### config.mk
export PLATFORM = sky130hd
export DESIGN_NAME = fpa_front
export DESIGN_NICKNAME = d
export VERILOG_FILES = /design/src/rtl/fpa_pkg.sv /design/src/rtl/fpa_front.sv
export SDC_FILE = /design/constraint.sdc
export NUM_CORES = 1
export LEC_CHECK = 0
export BUFFER_PORTS_ARGS = -buffer_cell sky130_fd_sc_hd__clkbuf_2
export CAP_MARGIN = 25
export CORE_ASPECT_RATIO = 0.8
export CORE_UTILIZATION = 35
export DETAILED_ROUTE_END_ITERATION = 8
export GPL_ROUTABILITY_DRIVEN = 0
export PLACE_DENSITY = 0.8
export SLEW_MARGIN = 0
export SYNTH_ARGS = -nofsm -noshare
export SYNTH_HDL_FRONTEND = slang
export SYNTH_SLANG_ARGS = --single-unit
### constraint.sdc
create_clock -name vclk -period 2.8
set_clock_uncertainty 0.15 [all_clocks]
set_input_delay 0.56 -clock vclk [all_inputs]
set_output_delay 0.56 -clock vclk [all_outputs]
set_load 0.02 [all_outputs]
### src/rtl/fpa_pkg.sv
`default_nettype none

package fpa_pkg;

	localparam int FRAC_BITS   = 8;
	localparam int DATA_W      = 32;
	localparam int DIV_W       = DATA_W + FRAC_BITS;
	localparam int PIPE_N      = DIV_W;
	localparam int QUEUE_DEPTH = 2;

	typedef enum logic [3:0] {
		FN_ADD      = 4'd0,
		FN_SUB      = 4'd1,
		FN_MUL      = 4'd2,
		FN_DIV      = 4'd3,
		FN_GT       = 4'd4,
		FN_LT       = 4'd5,
		FN_GE       = 4'd6,
		FN_LE       = 4'd7,
		FN_EQ       = 4'd8,
		FN_NE       = 4'd9,
		FN_MIN      = 4'd10,
		FN_MAX      = 4'd11,
		FN_INC      = 4'd12,
		FN_DEC      = 4'd13,
		FN_FROM_INT = 4'd14,
		FN_TO_INT   = 4'd15
	} func_t;

	// classified item as held in the queue
	typedef struct packed {
		func_t              func;
		logic [DATA_W-1:0]  a;
		logic [DATA_W-1:0]  b;
		logic [DATA_W-1:0]  mag_a;
		logic [DATA_W-1:0]  mag_b;
		logic               neg;
		logic               b_zero;
		logic               is_mul;
		logic               is_div;
	} item_t;

	typedef struct packed {
		logic [DATA_W-1:0] rem;
		logic [DIV_W-1:0]  dq;
	} div_t;

	typedef struct packed {
		logic              is_mul;
		logic              is_div;
		logic              dz;
		logic              neg;
		logic              cmp;
		logic [DATA_W-1:0] res;
		logic [DATA_W-1:0] mb;
		logic [DATA_W-1:0] rem;
		logic [DIV_W-1:0]  dq;
	} stage_t;

	typedef struct packed {
		logic [DATA_W-1:0] value;
		logic              cmp;
		logic              dz;
	} result_t;

	// one restoring step: quotient bit shifts into the low end of dq
	function automatic div_t div_step(input logic [DATA_W-1:0] rem,
	                                  input logic [DIV_W-1:0]  dq,
	                                  input logic [DATA_W-1:0] mb);
		logic [DATA_W:0] t;
		logic [DATA_W:0] diff;
		logic            ge;
		div_t            r;
		t    = {rem, dq[DIV_W-1]};
		diff = t - {1'b0, mb};
		ge   = (t >= {1'b0, mb});
		r.rem = ge ? diff[DATA_W-1:0] : t[DATA_W-1:0];
		r.dq  = {dq[DIV_W-2:0], ge};
		return r;
	endfunction

endpackage

`default_nettype wire

### src/rtl/fpa_front.sv
`default_nettype none

module fpa_front (
	input  wire logic                     push,
	input  wire logic                     full,
	input  wire logic [3:0]               func,
	input  wire logic [fpa_pkg::DATA_W-1:0] operand_a,
	input  wire logic [fpa_pkg::DATA_W-1:0] operand_b,
	output logic                          wr_en,
	output fpa_pkg::item_t                wr_item
);
	import fpa_pkg::*;

	logic sa;
	logic sb;

	assign sa    = operand_a[DATA_W-1];
	assign sb    = operand_b[DATA_W-1];
	assign wr_en = push && !full;

	always_comb begin
		wr_item.func   = func_t'(func);
		wr_item.a      = operand_a;
		wr_item.b      = operand_b;
		// two's complement negate also gives the right magnitude for the most negative value
		wr_item.mag_a  = sa ? (~operand_a + 1'b1) : operand_a;
		wr_item.mag_b  = sb ? (~operand_b + 1'b1) : operand_b;
		wr_item.neg    = sa ^ sb;
		wr_item.b_zero = (operand_b == '0);
		wr_item.is_mul = (func_t'(func) == FN_MUL);
		wr_item.is_div = (func_t'(func) == FN_DIV);
	end

endmodule

`default_nettype wire

# Word-level counts from Yosys, hierarchy flattened
# Index checks and enable logic that the tools add are counted.
[classes] add_sub_neg=2 n_eq_ne=2 muxes=2 n_bitwise=3 n_reduce_logical=3
[op_table] operator="$add A32 B1 Y32 const B" count=2
[op_table] operator="$mux W32" count=2
[op_table] operator="$not A32 Y32" count=2
[op_table] operator="$logic_not A32 Y1" count=1
[op_table] operator="$eq A4 B2 Y1 const B" count=2
[op_table] operator="$logic_and A1 B1 Y1" count=1
[op_table] operator="$logic_not A1 Y1" count=1
[op_table] operator="$xor A1 B1 Y1" count=1
[word_totals] ff_bits=0 in_bits=70 out_inout_bits=137 wordCells=12

# Depth between registers and ports, before layout
[depth] word_depth=3 depth_mapped=6

# Worst setup path before layout
# OpenSTA, ideal clock, no wires.
[synth_path] kind="in2out" startpoint="input operand_b[1] (netlist name)" endpoint="output wr_item[2] (netlist name)" t_arrival_ns=2.470 t_required_ns=2.090 slack_ns=-0.380 stages=6 cell_sequence="inv_1 ha_1 nor4b_1 nand4b_1 or3_1 nor4_1"
[synth_lines] element="start, declared" line="fpa_front.sv:8" source="input wire logic [fpa_pkg::DATA_W-1:0] operand_b,"
[synth_lines] element="end, declared" line="fpa_front.sv:10" source="output fpa_pkg::item_t wr_item"

==> impl_table.tex <==
\begin{tabular}{lr}
\hline
Metric & Value \\
\hline
\multicolumn{2}{l}{\textbf{CTS}} \\
\# hold bufs at CTS & 0 \\
\multicolumn{2}{l}{\textbf{Synth}} \\
Most common cell in the synthesized netlist & sky130\_fd\_sc\_hd\_\_buf\_4 \\
Post-synth top area cell & sky130\_fd\_sc\_hd\_\_buf\_4 \\
Sequential area share after synthesis & 0 \\
Proportion of netlist area held by the largest area contributor & 0.263 \\
Netlist cell types & 33 \\
Average cell area after synthesis & 7.18 um2 \\
Count of yosys warnings during synthesis & 0 \\
Cell types with the largest area share after synthesis & sky130\_fd\_sc\_hd\_\_buf\_4 (26\%), sky130\_fd\_sc\_hd\_\_xnor2\_1 (25\%), sky130\_fd\_sc\_hd\_\_o41ai\_1 (7.0\%), sky130\_fd\_sc\_hd\_\_o31ai\_1 (5.6\%), sky130\_fd\_sc\_hd\_\_nand2\_1 (4.5\%) \\
Number of nets produced by synthesis & 350 \\
Post-synthesis cell area & 0.00200 mm2 \\
Post-Syn Instances & 278 \\
Cell types with the highest counts after synthesis & sky130\_fd\_sc\_hd\_\_buf\_4 (70), sky130\_fd\_sc\_hd\_\_xnor2\_1 (57), sky130\_fd\_sc\_hd\_\_nand2\_1 (24) \\
\multicolumn{2}{l}{\textbf{Global routing}} \\
Total Routing Usage GR & 0.228 \\
Global-route wire length before repair & 11400 um \\
Largest net degree at the start of global routing & 36 \\
Initial antenna violation count & 0 \\
Vias in the first global route & 2420 \\
Overflow after GRT & 0 \\
\multicolumn{2}{l}{\textbf{Drt}} \\
Number of vias per cell & 5.11 \\
Router iterations before antenna repair & 4 \\
Number of design rule violations left after detail routing & 0 \\
DRC violation total after the first TritonRoute iteration & 114 \\
Via count of the routed design & 2857 \\
Routed WL & 8420 um \\
Average wire per cell in the routed design & 15.1 um \\
Remaining number of nets flagged by the antenna check after routing & 0 \\
\multicolumn{2}{l}{\textbf{Place}} \\
PortBufs & 207 \\
Placement Cell Area & 0.00304 mm2 \\
DPL Wire Length & 6150 um \\
\multicolumn{2}{l}{\textbf{Cells and area}} \\
Number of nets at the end of the flow & 555 \\
FF+latch area & 0 um2 \\
Number of diodes & 0 \\
Synth-to-layout area growth & 79.4\% \\
Number of sequential cells in the layout & 0 \\
Fraction of layout instances using a drive strength above 1 & 0.680 \\
Cell area after layout & 0.00358 mm2 \\
Clock buffer cells & 0 \\
\multicolumn{2}{l}{\textbf{Min path}} \\
Class of the tightest hold or removal check & in -> out \\
Hold Startpoint & func[1] \\
Cell count of the worst hold path & 2 \\
\multicolumn{2}{l}{\textbf{Setup path}} \\
Crit Path Class & in -> out \\
CP required & 2.09 ns \\
Maximum fanout count along the critical path & 6 \\
Endpoint type of the worst setup path & primary output \\
Startpoint kind of the worst setup timing path & primary input \\
Critical path startpoint & operand\_b[6] \\
Critical path arrival & 2.32 ns \\
\multicolumn{2}{l}{\textbf{Timing}} \\
Setup violation total in the final timing report & 14 \\
Slew of the pin with the lowest slew margin & 0.795 ns \\
Unrepaired setup endpoints after global routing & yes \\
Pins Over Slew Limit & 0 \\
Final clock period utilization by the worst path & 1.08 \\
Total count of hold-check failures in the final report & 0 \\
Max-Slew Margin vs Limit & 0.470 \\
Final-layout worst hold slack & 1.21 ns \\
Worst Slack Setup Final & -0.234 ns \\
Minimum period implied by the final worst setup slack & 3.03 ns \\
Maximum frequency from static timing analysis & 330 MHz \\
\multicolumn{2}{l}{\textbf{Floorplanning}} \\
Initial cell density of the core & 0.365 \\
Width of the die & 86.5 um \\
Die outline height & 69.6 um \\
Number of top-level pins & 207 \\
Area enclosed by the die boundary & 0.00601 mm2 \\
Core region area & 0.00547 mm2 \\
Floorplan row count & 24 \\
\multicolumn{2}{l}{\textbf{Job}} \\
Max-capacitance violation count & 0 \\
\multicolumn{2}{l}{\textbf{Outcome}} \\
Violations in the final reports & setup timing \\
Outcome & complete, but fails checks \\
\multicolumn{2}{l}{\textbf{Pwr}} \\
Largest vdd supply drop & 0.000144 V \\
Leak Pwr & 1.81 nW \\
Cell area power density & 203 mW/mm2 \\
\hline
\end{tabular}
==> cells by family (layout without fill, tap and decap cells) <==
| family | count (synthesis) | count (layout) | share of synthesized area |
|---|---|---|---|
| buffers and inverters | 85 | 288 | 0.295 |
| AND/OR/NAND/NOR | 83 | 83 | 0.244 |
| XOR/XNOR | 59 | 59 | 0.259 |
| AO/OA/AOI/OAI | 49 | 49 | 0.189 |
| adder cells (fa/ha/maj) | 2 | 2 | 0.0125 |
==> worst max-delay path, stage by stage <==
cell	delay [ns]
sky130_fd_sc_hd__clkbuf_2	0.10
sky130_fd_sc_hd__buf_4	0.14
sky130_fd_sc_hd__nor2_1	0.27
sky130_fd_sc_hd__nand4b_1	0.24
sky130_fd_sc_hd__buf_6	0.20
sky130_fd_sc_hd__or3_4	0.40
sky130_fd_sc_hd__nor4_4	0.23
sky130_fd_sc_hd__buf_4	0.20
==> area by class of cell <==
| cell class | instances | area, um2 |
|---|---|---|
| fillers | 470 | 1880 |
| inverters | 6 | 27.5 |
| multi-input cells | 193 | 1740 |
| well taps | 78 | 97.6 |
| repair buffers | 282 | 1720 |
==> layer usage <==
layer | part of all wire | GRT usage | wire [um] | up-vias
li1 | - | - | - | 1355
met1 | 0.39 | 0.288 | 3280 | 1362
met2 | 0.55 | 0.430 | 4630 | 128
met3 | 0.047 | 0.0119 | 393 | 12
met4 | 0.014 | 0.0315 | 122 | 0
met5 | 0 | 0 | 0 | -
==> repair_timing <==
| action | 4_1_cts | 5_1_grt |
|---|---|---|
| cloned | 0 | 0 |
| endpoints found under the setup margin | 20 | 38 |
| pin swaps | 7 | 17 |
| gates resized for setup | 19 | 93 |
| buffers inserted | 3 | 12 |
==> final timing paths <==
path / to / slack [ns]
max: wr_item[2] / -0.23
min: wr_item[133] / 1.21
==> cell usage in the layout, fill, tap and decap left out, types with 4 or more instances in the layout <==
cell type / n
sky130_fd_sc_hd__o41ai_1: 5
sky130_fd_sc_hd__buf_6: 9
sky130_fd_sc_hd__xnor2_1: 57
sky130_fd_sc_hd__nand3_1: 5
sky130_fd_sc_hd__clkbuf_2: 180
sky130_fd_sc_hd__or4_4: 4
sky130_fd_sc_hd__nor3_1: 12
sky130_fd_sc_hd__o31ai_2: 6
sky130_fd_sc_hd__nand2_1: 22
sky130_fd_sc_hd__o41ai_2: 7
sky130_fd_sc_hd__inv_1: 4
sky130_fd_sc_hd__buf_4: 86
sky130_fd_sc_hd__o31ai_1: 9
sky130_fd_sc_hd__nor4_4: 4
sky130_fd_sc_hd__o41ai_4: 7
sky130_fd_sc_hd__o21ai_0: 11
sky130_fd_sc_hd__nor2_1: 6
==> stage by stage <==
step / setup slack [ns] / util / power [mW] / cells / setup TNS [ns]
CTS: -0.145 / 0.582 / 0.670 / 547 / -1.24
finish: -0.234 / 0.655 / 0.728 / 559 / -1.47
global route: -0.237 / 0.655 / 0.769 / 559 / -2.66
global placement: -0.179 / 0.556 / 0.644 / 544 / -1.20
floorplan: 0.0310 / - / 0.418 / 278 / 0
detailed placement: -0.257 / 0.556 / 0.654 / 544 / -1.79
==> report_power, final <==
group	internal (mW)	total (mW)	switching, mW
Clock	0	0	0
Combinational	0.297	0.728	0.431
Sequential	0	0	0
Power figures use the tool's default switching activity.
