<file path="config.mk">
export PLATFORM = sky130hd
export DESIGN_NAME = fpa_queue
export DESIGN_NICKNAME = d
export VERILOG_FILES = /design/src/rtl/fpa_pkg.sv /design/src/rtl/fpa_queue.sv
export SDC_FILE = /design/constraint.sdc
export NUM_CORES = 1
export LEC_CHECK = 0
export ABC_CLOCK_PERIOD_IN_PS = 8800
export BUFFER_PORTS_ARGS = -buffer_cell sky130_fd_sc_hd__buf_2
export CELL_PAD_IN_SITES_DETAIL_PLACEMENT = 0
export CELL_PAD_IN_SITES_GLOBAL_PLACEMENT = 2
export CORE_ASPECT_RATIO = 1.4
export CORE_UTILIZATION = 38
export CTS_CLUSTER_SIZE = 20
export DETAILED_ROUTE_END_ITERATION = 10
export PLACE_DENSITY_LB_ADDON = 0.1
export SYNTH_ARGS = -nofsm -noshare
export SYNTH_HDL_FRONTEND = slang
export SYNTH_SLANG_ARGS = --single-unit
</file>
<file path="constraint.sdc">
create_clock -name clk -period 8.8 [get_ports clk]
set_input_delay 1.76 -clock clk [delete_from_list [all_inputs] [get_ports clk]]
set_output_delay 1.76 -clock clk [all_outputs]
set_load 0.02 [all_outputs]
</file>
<file path="src/rtl/fpa_pkg.sv">
`default_nettype none

package fpa_pkg;

	localparam int FRAC_BITS   = 8;
	localparam int DATA_W      = 32;
	localparam int DIV_W       = DATA_W + FRAC_BITS;
	localparam int PIPE_N      = DIV_W;
	localparam int QUEUE_DEPTH = 2;

	typedef enum logic [3:0] {
		FN_ADD      = 4'd0,
		FN_SUB      = 4'd1,
		FN_MUL      = 4'd2,
		FN_DIV      = 4'd3,
		FN_GT       = 4'd4,
		FN_LT       = 4'd5,
		FN_GE       = 4'd6,
		FN_LE       = 4'd7,
		FN_EQ       = 4'd8,
		FN_NE       = 4'd9,
		FN_MIN      = 4'd10,
		FN_MAX      = 4'd11,
		FN_INC      = 4'd12,
		FN_DEC      = 4'd13,
		FN_FROM_INT = 4'd14,
		FN_TO_INT   = 4'd15
	} func_t;

	// classified item as held in the queue
	typedef struct packed {
		func_t              func;
		logic [DATA_W-1:0]  a;
		logic [DATA_W-1:0]  b;
		logic [DATA_W-1:0]  mag_a;
		logic [DATA_W-1:0]  mag_b;
		logic               neg;
		logic               b_zero;
		logic               is_mul;
		logic               is_div;
	} item_t;

	typedef struct packed {
		logic [DATA_W-1:0] rem;
		logic [DIV_W-1:0]  dq;
	} div_t;

	typedef struct packed {
		logic              is_mul;
		logic              is_div;
		logic              dz;
		logic              neg;
		logic              cmp;
		logic [DATA_W-1:0] res;
		logic [DATA_W-1:0] mb;
		logic [DATA_W-1:0] rem;
		logic [DIV_W-1:0]  dq;
	} stage_t;

	typedef struct packed {
		logic [DATA_W-1:0] value;
		logic              cmp;
		logic              dz;
	} result_t;

	// one restoring step: quotient bit shifts into the low end of dq
	function automatic div_t div_step(input logic [DATA_W-1:0] rem,
	                                  input logic [DIV_W-1:0]  dq,
	                                  input logic [DATA_W-1:0] mb);
		logic [DATA_W:0] t;
		logic [DATA_W:0] diff;
		logic            ge;
		div_t            r;
		t    = {rem, dq[DIV_W-1]};
		diff = t - {1'b0, mb};
		ge   = (t >= {1'b0, mb});
		r.rem = ge ? diff[DATA_W-1:0] : t[DATA_W-1:0];
		r.dq  = {dq[DIV_W-2:0], ge};
		return r;
	endfunction

endpackage

`default_nettype wire

</file>
<file path="src/rtl/fpa_queue.sv">
`default_nettype none

module fpa_queue (
	input  wire logic            clk,
	input  wire logic            arst_n,
	input  wire logic            wr_en,
	input  wire fpa_pkg::item_t  wr_item,
	output logic                 full,
	input  wire logic            rd_en,
	output logic                 rd_valid,
	output fpa_pkg::item_t       rd_item
);
	import fpa_pkg::*;

	localparam int PTR_W = (QUEUE_DEPTH > 1) ? $clog2(QUEUE_DEPTH) : 1;
	localparam int CNT_W = $clog2(QUEUE_DEPTH + 1);

	item_t             mem_q [QUEUE_DEPTH];
	logic [PTR_W-1:0]  wr_ptr_q;
	logic [PTR_W-1:0]  rd_ptr_q;
	logic [CNT_W-1:0]  count_q;
	logic              do_rd;

	assign full     = (count_q == CNT_W'(QUEUE_DEPTH));
	assign rd_valid = (count_q != '0);
	assign rd_item  = mem_q[rd_ptr_q];
	assign do_rd    = rd_en && rd_valid;

	always_ff @(posedge clk) begin
		if (wr_en) begin
			mem_q[wr_ptr_q] <= wr_item;
		end
	end

	always_ff @(posedge clk or negedge arst_n) begin
		if (!arst_n) begin
			wr_ptr_q <= '0;
			rd_ptr_q <= '0;
			count_q  <= '0;
		end else begin
			if (wr_en) begin
				wr_ptr_q <= (wr_ptr_q == PTR_W'(QUEUE_DEPTH - 1)) ? '0 : wr_ptr_q + 1'b1;
			end
			if (do_rd) begin
				rd_ptr_q <= (rd_ptr_q == PTR_W'(QUEUE_DEPTH - 1)) ? '0 : rd_ptr_q + 1'b1;
			end
			unique case ({wr_en, do_rd})
				2'b10:   count_q <= count_q + 1'b1;
				2'b01:   count_q <= count_q - 1'b1;
				default: count_q <= count_q;
			endcase
		end
	end

endmodule

`default_nettype wire

</file>
### After elaboration in Yosys (flattened, before gate mapping)

Memory sizes are Yosys's and may differ from the RTL's.
Cells that the tools add are included.
W data, S select, Z words.

* bits in registers: 4
* latch bits: 0
* bits in writable memories: 272
* ROM bits: 0
* bits of input ports: 140
* output and inout port bits: 138
* word-level logic and storage cells: 19
* memories: 1

* add/sub/neg operators: 4
* multipliers: 0
* divide/modulo/power cells: 0
* magnitude comparators: 0
* eq/ne operators: 3
* shift operators: 0
* multiplexer cells: 5
* bitwise gates (word level): 0
* reduce and logical (&&, ||, !) cells: 3

Memory list
* mem_q: words 2, bits a word 136, read ports 1, clocked after Yosys merged registers in 0, wr ports 1, RTL line fpa_queue.sv:18 `item_t mem_q [QUEUE_DEPTH];`

Operators by type and width (number)
* $eq A2 B2 Y1 const B: 2
* $mux W1: 4
* $pmux W2 S2: 1
* $reduce_bool A2 Y1: 2
* $add A1 B1 Y1 const B: 2
* $add A2 B1 Y2 const B: 1
* $eq A2 B1 Y1 const B: 1
* $sub A2 B1 Y2 const B: 1
* $logic_and A1 B1 Y1: 1

### Depth between registers and ports, before layout

Gate-level depths: netlist (run 1).

* depth after elaboration: 4
* depth in mapped cells: 6
* mapped depth without buffers: 6

### Least setup slack after synthesis (run 1)

Ideal clock, no wire load.

* path type: input -> register
* start point: input wr_en
* end point: memory mem_q[0][0] (netlist name), enable pin
* data arrival time: 7.514 ns
* data required time: 8.163 ns
* slack: 0.649 ns
* stages on the path: 2
* path through: inv_1 nor2_1

* word-level cells in the longest chain between the ends: 2

RTL lines
* from (decl): RTL line fpa_queue.sv:6 `input wire logic wr_en,`
* $mux W1: RTL line fpa_queue.sv:30 `if (wr_en) begin`
* $mux W1 (not written as such): RTL line fpa_queue.sv:31 `mem_q[wr_ptr_q] <= wr_item;`
* to (decl): RTL line fpa_queue.sv:18

Every way passes these cells.

==> qor.csv, run 1 <==
metric;value;unit
Max Buffers Root-to-Sink;3;
CTS Buf Count;28;
DR vias;5059;
drt pass-1 iters;4;
DP Worst Slack;4.39;ns
Final Hold Fails;0;
Initial DRC Count;148;
Reg clk slew, reported paths;0.06;ns
Syn-to-layout area delta;25.3;%
Final period util;55.1;%
leakage;4.74;nW
crit-path leading delay family;flip-flops;
fmax;0.206;GHz
Synth Instances;440;
die area;27200;sq um
Netlist cell types;13;
dpl cell area;11700;sq um
Critical Path Source Type;flip-flop;
GPL Wtd Cong;0.723;
CP max stage delay;1.07;ns
GR Util All Layers;14.8;%
setup TNS;0;ns
Layout Nets;877;
Seq/Total Area, Yosys;82.0;%
clk_skew;0.00502;ns
fillers;2282;
vias in the first global route;5590;
average cell area after synthesis;22.9;sq um
largest net degree at the start of global routing;82;
final global-route overflow total;0;
CP arrival;3.08;ns
CTS tree;yes;
cell breakdown of the critical path;buf_4 -> mux2_2 -> buf_2;
Avg WL per Cell;19.2;microns
cell area after layout;12600;sq um
status;finished clean;
# rows;70;
H-tree depth;1;
worst-path fanout max;71;
PortBufs;277;
critical path's slowest cell;dfrtp_4;
cts repair resizes;0;
DP HPWL;13700;microns
RSZ-0062 raised after global routing;false;
# DRC;0;
Die W;140;microns
Tmin final;4.84;ns
Starting Density;38.6;%
Worst Hold Class;flip-flop to flip-flop;
first-pass GRT wire length;30700;microns
fin. max-slew vios;0;
CP bufs+invs;2;
share of cells above drive strength 1;61.1;%
Final WS setup;3.96;ns
total core area;26100;sq um
max_cap viols;0;
routed vias/inst;4.68;
IO Count;278;
CTS Sinks;276;
worst path required time;7.04;ns
initial antenna violation count;4;
antenna-violating nets left;0;
Syn. warnings;0;
Syn Nets;581;
Worst Max-Slew Pin Slew;1.15;ns
setup repair bufs after CTS;0;
#FFs+latches synth;276;
Setup Viol. Count Final;0;
Critical Path End Type;output port;
worst vdd rail ir drop;0.160;mV
Skew-Pair Late Insertion Delay;0.53;ns
Final Routed Wirelength;20700;microns
Max-slew headroom;23.2;%
hold_ws;0.485;ns
mapped cell area;10100;sq um
critical path type;flip-flop to output port;
cts-stage hold buffer count;0;
Root Driver;clkbuf_16;
Die Height;195;microns
power after layout;0.00430;W
Pwr per Cell Area;340;nW/um^2
Yosys cell counts (all sizes together):
cell type | number | area [sq um]
and2 | 2 | 12.5
buf | 5 | 56.3
clkbuf | 10 | 138
dfrtp | 4 | 100
edfxtp | 272 | 8170
ha | 1 | 12.5
inv | 1 | 3.75
mux2 | 136 | 1530
nor2 | 2 | 7.51
nor2b | 1 | 6.26
or2 | 1 | 6.26
xnor2 | 2 | 17.5
xor2 | 3 | 26.3
cells in the final DEF, fill, tap and decap left out, drive strengths merged, types with 2 or more instances in the layout:
master and instances:
buf 281, edfxtp 272, mux2 136, clkbuf 38
clkinv 9, dfrtp 4, xor2 3, bufinv 3
xnor2 2, and2 2, nor2 2
per-layer routing:
metal | global-route usage [%] | share of wire [%]
met1 | 15.0 | 36
met2 | 28.6 | 55
met3 | 4.61 | 7.3
met4 | 4.52 | 2.0
met5 | 0 | 0.22
flip-flops by register name, summed over array words and instances (netlist names):
name / cells
wr_ptr_q: 1
mem_q: 272
count_q: 2
rd_ptr_q: 1
power by group:
| part | total, W | internal, W | switching, W |
|---|---|---|---|
| logic | 0.00127 | 0.000503 | 0.000763 |
| clock network | 0.00116 | 0.000697 | 0.000465 |
| registers | 0.00187 | 0.00175 | 0.000120 |
| total | 0.00430 | 0.00295 | 0.00135 |
kinds of logic (layout without fill, tap and decap cells):
kind of cell	Yosys count	after routing	synth area share, %
simple gates	6	6	0.323
other cells	0	1	0
xor+xnor	5	5	0.434
mux	136	136	15.2
fa+ha+maj	1	1	0.124
buf+inv	16	332	1.96
flops	276	276	82.0
through the flow:
| step | utilization [%] | std cells |
|---|---|---|
| floorplan | - | 440 |
| global placement | 44.9 | 1030 |
| detailed placement | 44.9 | 1030 |
| CTS | 48.4 | 1080 |
| global route | 48.4 | 1081 |
| finish | 48.4 | 1081 |
final cells by class:
cell class,instances,area [sq um],area share (%)
diodes,1,2.50,0.0198
clock buffers,38,769,6.09
clock inverters,12,135,1.07
inverters,1,3.75,0.0297
multi-input cells,148,1630,12.9
flip-flops and latches,276,8270,65.5
well taps,324,405,3.21
repair buffers,281,1420,11.2
worst paths after layout:
| kind | start | to | slack [ns] | cells after the start |
|---|---|---|---|---|
| min | count_q[1] | count_q[1] | 0.49 | 1 |
| min reg2reg | count_q[1] | count_q[1] | 0.49 | 1 |
| max in group asynchronous | arst_n | rd_ptr_q | 7.63 | 1 |
| min in group asynchronous | arst_n | count_q[0] | 1.03 | 1 |
| max reg2reg | wr_ptr_q | mem_q[1][103] | 6.25 | 2 |
| max | rd_ptr_q | rd_item[7] | 3.96 | 3 |
Power figures use the tool's default switching activity.
==> run 2: changes to the inputs <==
--- a/config.mk
+++ b/config.mk
@@ -5,12 +5,13 @@
 export SDC_FILE = /design/constraint.sdc
 export NUM_CORES = 1
 export LEC_CHECK = 0
-export ABC_CLOCK_PERIOD_IN_PS = 8800
+export ABC_AREA = 1
+export ABC_CLOCK_PERIOD_IN_PS = 3950
 export BUFFER_PORTS_ARGS = -buffer_cell sky130_fd_sc_hd__buf_2
 export CELL_PAD_IN_SITES_DETAIL_PLACEMENT = 0
 export CELL_PAD_IN_SITES_GLOBAL_PLACEMENT = 2
 export CORE_ASPECT_RATIO = 1.4
-export CORE_UTILIZATION = 38
+export CORE_UTILIZATION = 31
 export CTS_CLUSTER_SIZE = 20
 export DETAILED_ROUTE_END_ITERATION = 10
 export PLACE_DENSITY_LB_ADDON = 0.1
==> constraint.sdc (replaced) <==
create_clock -name clk -period 3.95 [get_ports clk]
set_input_delay 0.79 -clock clk [delete_from_list [all_inputs] [get_ports clk]]
set_output_delay 0.79 -clock clk [all_outputs]
set_load 0.02 [all_outputs]
==> qor.csv, run 2 <==
metric;value;unit
status;finished clean;
Final Routed Wirelength;24300;microns
PortBufs;277;
Max-slew headroom;47.9;%
leading cell type in the layout, fill and taps excluded;nand2_1;
setup repair bufs after CTS;0;
Worst Max-Slew Pin Slew;0.780;ns
Seq/Total Area, Yosys;80.7;%
Pwr per Cell Area;773;nW/um^2
clk_skew;0.0146;ns
first-pass GRT wire length;36200;microns
Post-synth top cells;nand2_1, edfxtp_1, buf_6;
antenna-violating nets left;0;
max_cap viols;0;
largest net degree at the start of global routing;89;
setup TNS;0;ns
crit-path most repeated cell;nand2_1;
# DRC;0;
final global-route overflow total;0;
DP HPWL;15500;microns
worst r2r src;wr_ptr_q;
dpl cell area;12000;sq um
top cell type's share of synthesized area;79.7;%
die area;33800;sq um
Die Height;217;microns
Largest Register;mem_q;
Layout Nets;1170;
Initial DRC Count;267;
EDFF count, synth;272;
#FFs+latches synth;276;
CTS Sinks;276;
Async SR Flop Fraction;1.45;%
cell breakdown of the critical path;inv_4 -> buf_4 -> nand2_1 -> nand2_1 -> buf_2;
most common cell in the netlist;nand2_1;
Synth Area in Simple Gates;15.5;%
IO Count;278;
share of cells above drive strength 1;31.5;%
H-tree depth;1;
Area contributors post-synth;edfxtp_1, nand2_1, buf_6, dfrtp_1, inv_1;
fillers;3185;
worst path required time;3.16;ns
Starting Density;31.5;%
Worst Hold Class;input pin to flip-flop;
DR vias;6213;
Setup Viol. Count Final;0;
RSZ-0062 raised after global routing;false;
critical path type;flip-flop to output port;
Critical Path End Type;output port;
cell area after layout;12900;sq um
leakage;5.49;nW
Adder-Cell Fraction of Synth Area;0.122;%
flip-flop count of the largest register after layout;272;
routed vias/inst;4.16;
Final period util;83.5;%
HP Start;wr_item[120];
CP max stage delay;0.69;ns
initial antenna violation count;4;
post-synthesis xor/xnor area fraction;0.171;%
Syn. warnings;0;
Critical Path Source Type;flip-flop;
RR Endpoint;mem_q[1][21];
# rows;78;
leading area contributor after synthesis;edfxtp_1;
R2R Setup Slk;1.96;ns
GR Util All Layers;14.3;%
Hold Crit Depth;1;
average cell area after synthesis;13.9;sq um
Netlist cell types;13;
largest family of logic cells by synthesized area;simple AND/OR/NAND/NOR gates;
Tmin final;3.30;ns
Avg WL per Cell;16.3;microns
mapped cell area;10300;sq um
Synth Flop Type;edfxtp_1;
Die W;156;microns
fmax;0.303;GHz
fin. max-slew vios;0;
Compound-Gate Fraction of Synth Area;0;%
drt pass-1 iters;4;
Synth Instances;739;
CP arrival;2.51;ns
Root Driver;clkbuf_16;
Syn Nets;880;
Skew-Pair Late Insertion Delay;0.55;ns
most frequent cells in the layout;nand2_1, buf_2, edfxtp_1;
CTS tree;yes;
top flop regs;mem_q x272, count_q x2;
worst vdd rail ir drop;0.387;mV
Syn-to-layout area delta;25.6;%
GPL Wtd Cong;0.701;
Max Buffers Root-to-Sink;3;
total core area;32500;sq um
Final Hold Fails;0;
multiplexer share of the synthesized area;0;%
CTS Buf Count;29;
Reg clk slew, reported paths;0.06;ns
critical path's slowest cell;dfrtp_4;
worst r2r path cells;3;
worst-path fanout max;52;
Hold Crit Endpoint;mem_q[1][120];
vias in the first global route;6208;
-- run 2: how the worst max path moves through the flow --
| stage | start | endpoint | slack [ns] | depth (start not counted) |
|---|---|---|---|---|
| 6_report | rd_ptr_q | rd_item[135] | 0.65 | 5 |
| 3_3_place_gp | rd_ptr_q | rd_item[135] | 1.10 | 5 |
| 2_1_floorplan | wr_en | mem_q[1][0] | 0.67 | 2 |
| 4_1_cts | rd_ptr_q | rd_item[135] | 0.50 | 5 |
| 3_5_place_dp | rd_ptr_q | rd_item[135] | 1.09 | 5 |
| 5_1_grt | rd_ptr_q | rd_item[92] | 0.43 | 5 |
-- run 2: metrics by stage --
stage | util, % | std cells | total power [W] | hold slack (ns) | setup slack, ns
6_report | 39.6 | 1493 | 0.00996 | 0.420 | 0.650
5_1_grt | 39.6 | 1492 | 0.0106 | 0.397 | 0.434
4_1_cts | 39.6 | 1492 | 0.0102 | 0.379 | 0.495
3_5_place_dp | 36.9 | 1437 | 0.00769 | 0.472 | 1.09
3_3_place_gp | 36.9 | 1437 | 0.00769 | 0.458 | 1.10
2_1_floorplan | - | 739 | 0.00651 | 0.442 | 0.671
-- run 2: worst max-delay path, delay by kind of cell (launching register included) --
kind                   cells  cell delay (ns)
buffers and inverters      3             1.10
DFF                        1             0.69
and+or+nand+nor            2             0.15
-- run 2: area by class of cell --
| cell class | instances | area [sq um] | area share (%) |
|---|---|---|---|
| sequential | 276 | 8270 | 64.2 |
| multi-input combinational | 425 | 1630 | 12.6 |
| inverter | 8 | 36.3 | 0.282 |
| timing repair buffer | 289 | 1530 | 11.9 |
| antenna | 1 | 2.50 | 0.0194 |
| tap | 440 | 551 | 4.28 |
| clock buffer | 39 | 783 | 6.08 |
| clock inverter | 15 | 75.1 | 0.583 |
-- run 2: metal layers --
metal / up-vias / GRT usage, % / wire (microns)
met5: - / 0 / 40
met4: 6 / 4.64 / 457
met3: 34 / 4.30 / 1910
met2: 201 / 25.1 / 12500
met1: 2900 / 16.4 / 9450
li1: 3072 / - / -
-- run 2: what timing repair did --
| action | in CTS | in global routing |
|---|---|---|
| setup endpoints to repair | 0 | 0 |
| hold endpoints to repair | 2 | 0 |
| hold buffers | 1 | 0 |
| resized for setup | 0 | 0 |
-- run 2: power breakdown --
| group | switching (W) | internal, W | leakage [nW] |
|---|---|---|---|
| sequential | 0.000193 | 0.00389 | 2.60 |
| clock | 0.00108 | 0.00138 | 0.417 |
| combinational | 0.00248 | 0.000937 | 2.47 |
-- run 2: cells by family (layout without fill, tap and decap cells) --
family                     count (synthesis)  after routing
xor gates and xnor gates                   2              2
buffers and inverters                     38            351
other                                      0              1
and+or+nand+nor                          422            422
DFF                                      276            276
adders and majority gates                  1              1
==> run 3: changes to the inputs <==
--- a/config.mk
+++ b/config.mk
@@ -5,13 +5,13 @@
 export SDC_FILE = /design/constraint.sdc
 export NUM_CORES = 1
 export LEC_CHECK = 0
-export ABC_AREA = 1
-export ABC_CLOCK_PERIOD_IN_PS = 3950
+export ABC_AREA = 0
+export ABC_CLOCK_PERIOD_IN_PS = 3400
 export BUFFER_PORTS_ARGS = -buffer_cell sky130_fd_sc_hd__buf_2
 export CELL_PAD_IN_SITES_DETAIL_PLACEMENT = 0
 export CELL_PAD_IN_SITES_GLOBAL_PLACEMENT = 2
 export CORE_ASPECT_RATIO = 1.4
-export CORE_UTILIZATION = 31
+export CORE_UTILIZATION = 38
 export CTS_CLUSTER_SIZE = 20
 export DETAILED_ROUTE_END_ITERATION = 10
 export PLACE_DENSITY_LB_ADDON = 0.1
==> constraint.sdc (replaced) <==
create_clock -name clk -period 3.4 [get_ports clk]
set_input_delay 0.68 -clock clk [delete_from_list [all_inputs] [get_ports clk]]
set_output_delay 0.68 -clock clk [all_outputs]
set_load 0.02 [all_outputs]
==> qor.csv, run 3 (same netlist as run 1, synthesis figures left out) <==
metric;value;unit
GPL Wtd Cong;0.708;
cts-stage hold buffer count;1;
setup repair bufs after CTS;0;
Largest Register;mem_q;
placed cell count;1030;
cts repair resizes;0;
GR Util All Layers;15.0;%
CP bufs+invs;2;
Final Hold Fails;0;
antenna-violating nets left;0;
fin. max-slew vios;0;
Critical Path End Type;output port;
Multi-input gate area;1630;sq um
drt pass-1 iters;4;
Initial DRC Count;157;
Die W;140;microns
CTS Sinks;276;
# DRC;0;
Final period util;86.6;%
met2 Resource Use GR;27.8;%
Die Height;195;microns
worst-path fanout max;55;
most frequent cells in the layout;buf_2, edfxtp_1, mux2_2;
cell breakdown of the critical path;buf_12 -> mux2_2 -> buf_2;
Pwr per Cell Area;879;nW/um^2
leakage;4.74;nW
fillers;2247;
H-tree depth;1;
largest net degree at the start of global routing;137;
first-pass GRT wire length;31300;microns
Starting Density;38.6;%
vias in the first global route;5569;
clock share of power;26.8;%
Final Routed Wirelength;20600;microns
GR peak layer;met2;
die area;27200;sq um
total core area;26100;sq um
Pint;0.00763;W
CTS Buf Count;27;
setup TNS;0;ns
Reg clk slew, reported paths;0.06;ns
Tmin final;2.94;ns
Layout Nets;877;
CP arrival;2.26;ns
leading cell type in the layout, fill and taps excluded;buf_2;
top flop regs;mem_q x272, count_q x2;
Skew-Pair Late Insertion Delay;0.53;ns
switching fraction of total power;31.5;%
clk_skew;0.0114;ns
Comb power frac;30.5;%
critical path type;flip-flop to output port;
met3 Use GR;4.19;%
Max Buffers Root-to-Sink;3;
DR vias;5096;
worst vdd rail ir drop;0.608;mV
initial antenna violation count;2;
Critical Path Source Type;flip-flop;
PortBufs;277;
final global-route overflow total;0;
max_cap viols;0;
Finished Layout Cells;1082;
flip-flop count of the largest register after layout;272;
crit-path leading delay family;flip-flops;
met1 GRT Util;16.3;%
DP HPWL;13200;microns
worst path required time;2.72;ns
RSZ-0062 raised after global routing;false;
Setup Viol. Count Final;0;
Max-slew headroom;42.7;%
Worst Max-Slew Pin Slew;0.860;ns
share of cells above drive strength 1;60.6;%
CP max stage delay;0.78;ns
critical path's slowest cell;dfrtp_4;
Flop pwr share;42.7;%
Syn-to-layout area delta;25.7;%
# rows;70;
routed vias/inst;4.71;
Root Driver;clkbuf_16;
CTS tree;yes;
IO Count;278;
FF/Latch Area;8270;sq um
Switch Pwr;0.00351;W
Avg WL per Cell;19.0;microns
Worst Hold Class;input pin to flip-flop;
status;finished clean;
fmax;0.340;GHz
==> run 3: cell count changes in the layout (fill, tap and decap cells not counted), sizes merged, moves of 4 or more <==
cell    delta
clkbuf     -7
bufinv     +4
nand2    -417
inv        -5
buf        -7
mux2     +136
==> run 3: path summary, 6_finish.rpt <==
kind                             start      endpoint  slack [ns]  cells past startpoint
setup / recovery              rd_ptr_q    rd_item[9]        0.46                      3
hold reg to reg             count_q[1]    count_q[1]        0.48                      1
max in group asynchronous       arst_n      rd_ptr_q        2.77                      2
setup reg to reg              wr_ptr_q  mem_q[0][76]        1.73                      2
min in group asynchronous       arst_n    count_q[1]        0.50                      2
hold / removal             wr_item[71]  mem_q[1][71]        0.33                      1
==> run 3: area by class of cell <==
cell class / instances / area share, %
flip-flops and latches: 276 / 65.2
multi-input cells: 148 / 12.9
clock buffers: 32 / 5.48
well taps: 324 / 3.20
clock inverters: 18 / 1.52
repair buffers: 282 / 11.6
diodes: 1 / 0.0197
inverters: 1 / 0.0296
==> run 3: power by group through the flow <==
stage	clock (W)	sequential [W]	combinational, W
after detailed placement	0	0.00484	0.00348
after floorplan	0	0.00472	0.00256
after global routing	0.00320	0.00483	0.00364
after CTS	0.00309	0.00477	0.00350
final	0.00298	0.00476	0.00340
after global placement	0	0.00481	0.00345
==> run 3: routing by layer <==
layer,up-vias,part of all wire (%)
met4,2,2.1
met5,-,0.044
li1,2346,-
met1,2528,37
met2,187,53
met3,33,7.8
==> run 3: stage by stage <==
| stage | power, W | cell area (sq um) | util, % | hold slack [ns] | setup slack [ns] |
|---|---|---|---|---|---|
| 2_1_floorplan | 0.00728 | 10100 | - | 0.384 | 0.244 |
| 5_1_grt | 0.0117 | 12700 | 48.6 | 0.306 | 0.321 |
| 6_report | 0.0111 | 12700 | 48.6 | 0.333 | 0.455 |
| 4_1_cts | 0.0114 | 12700 | 48.6 | 0.301 | 0.377 |
| 3_5_place_dp | 0.00832 | 11800 | 45.1 | 0.473 | 0.973 |
| 3_3_place_gp | 0.00826 | 11800 | 45.1 | 0.471 | 0.997 |
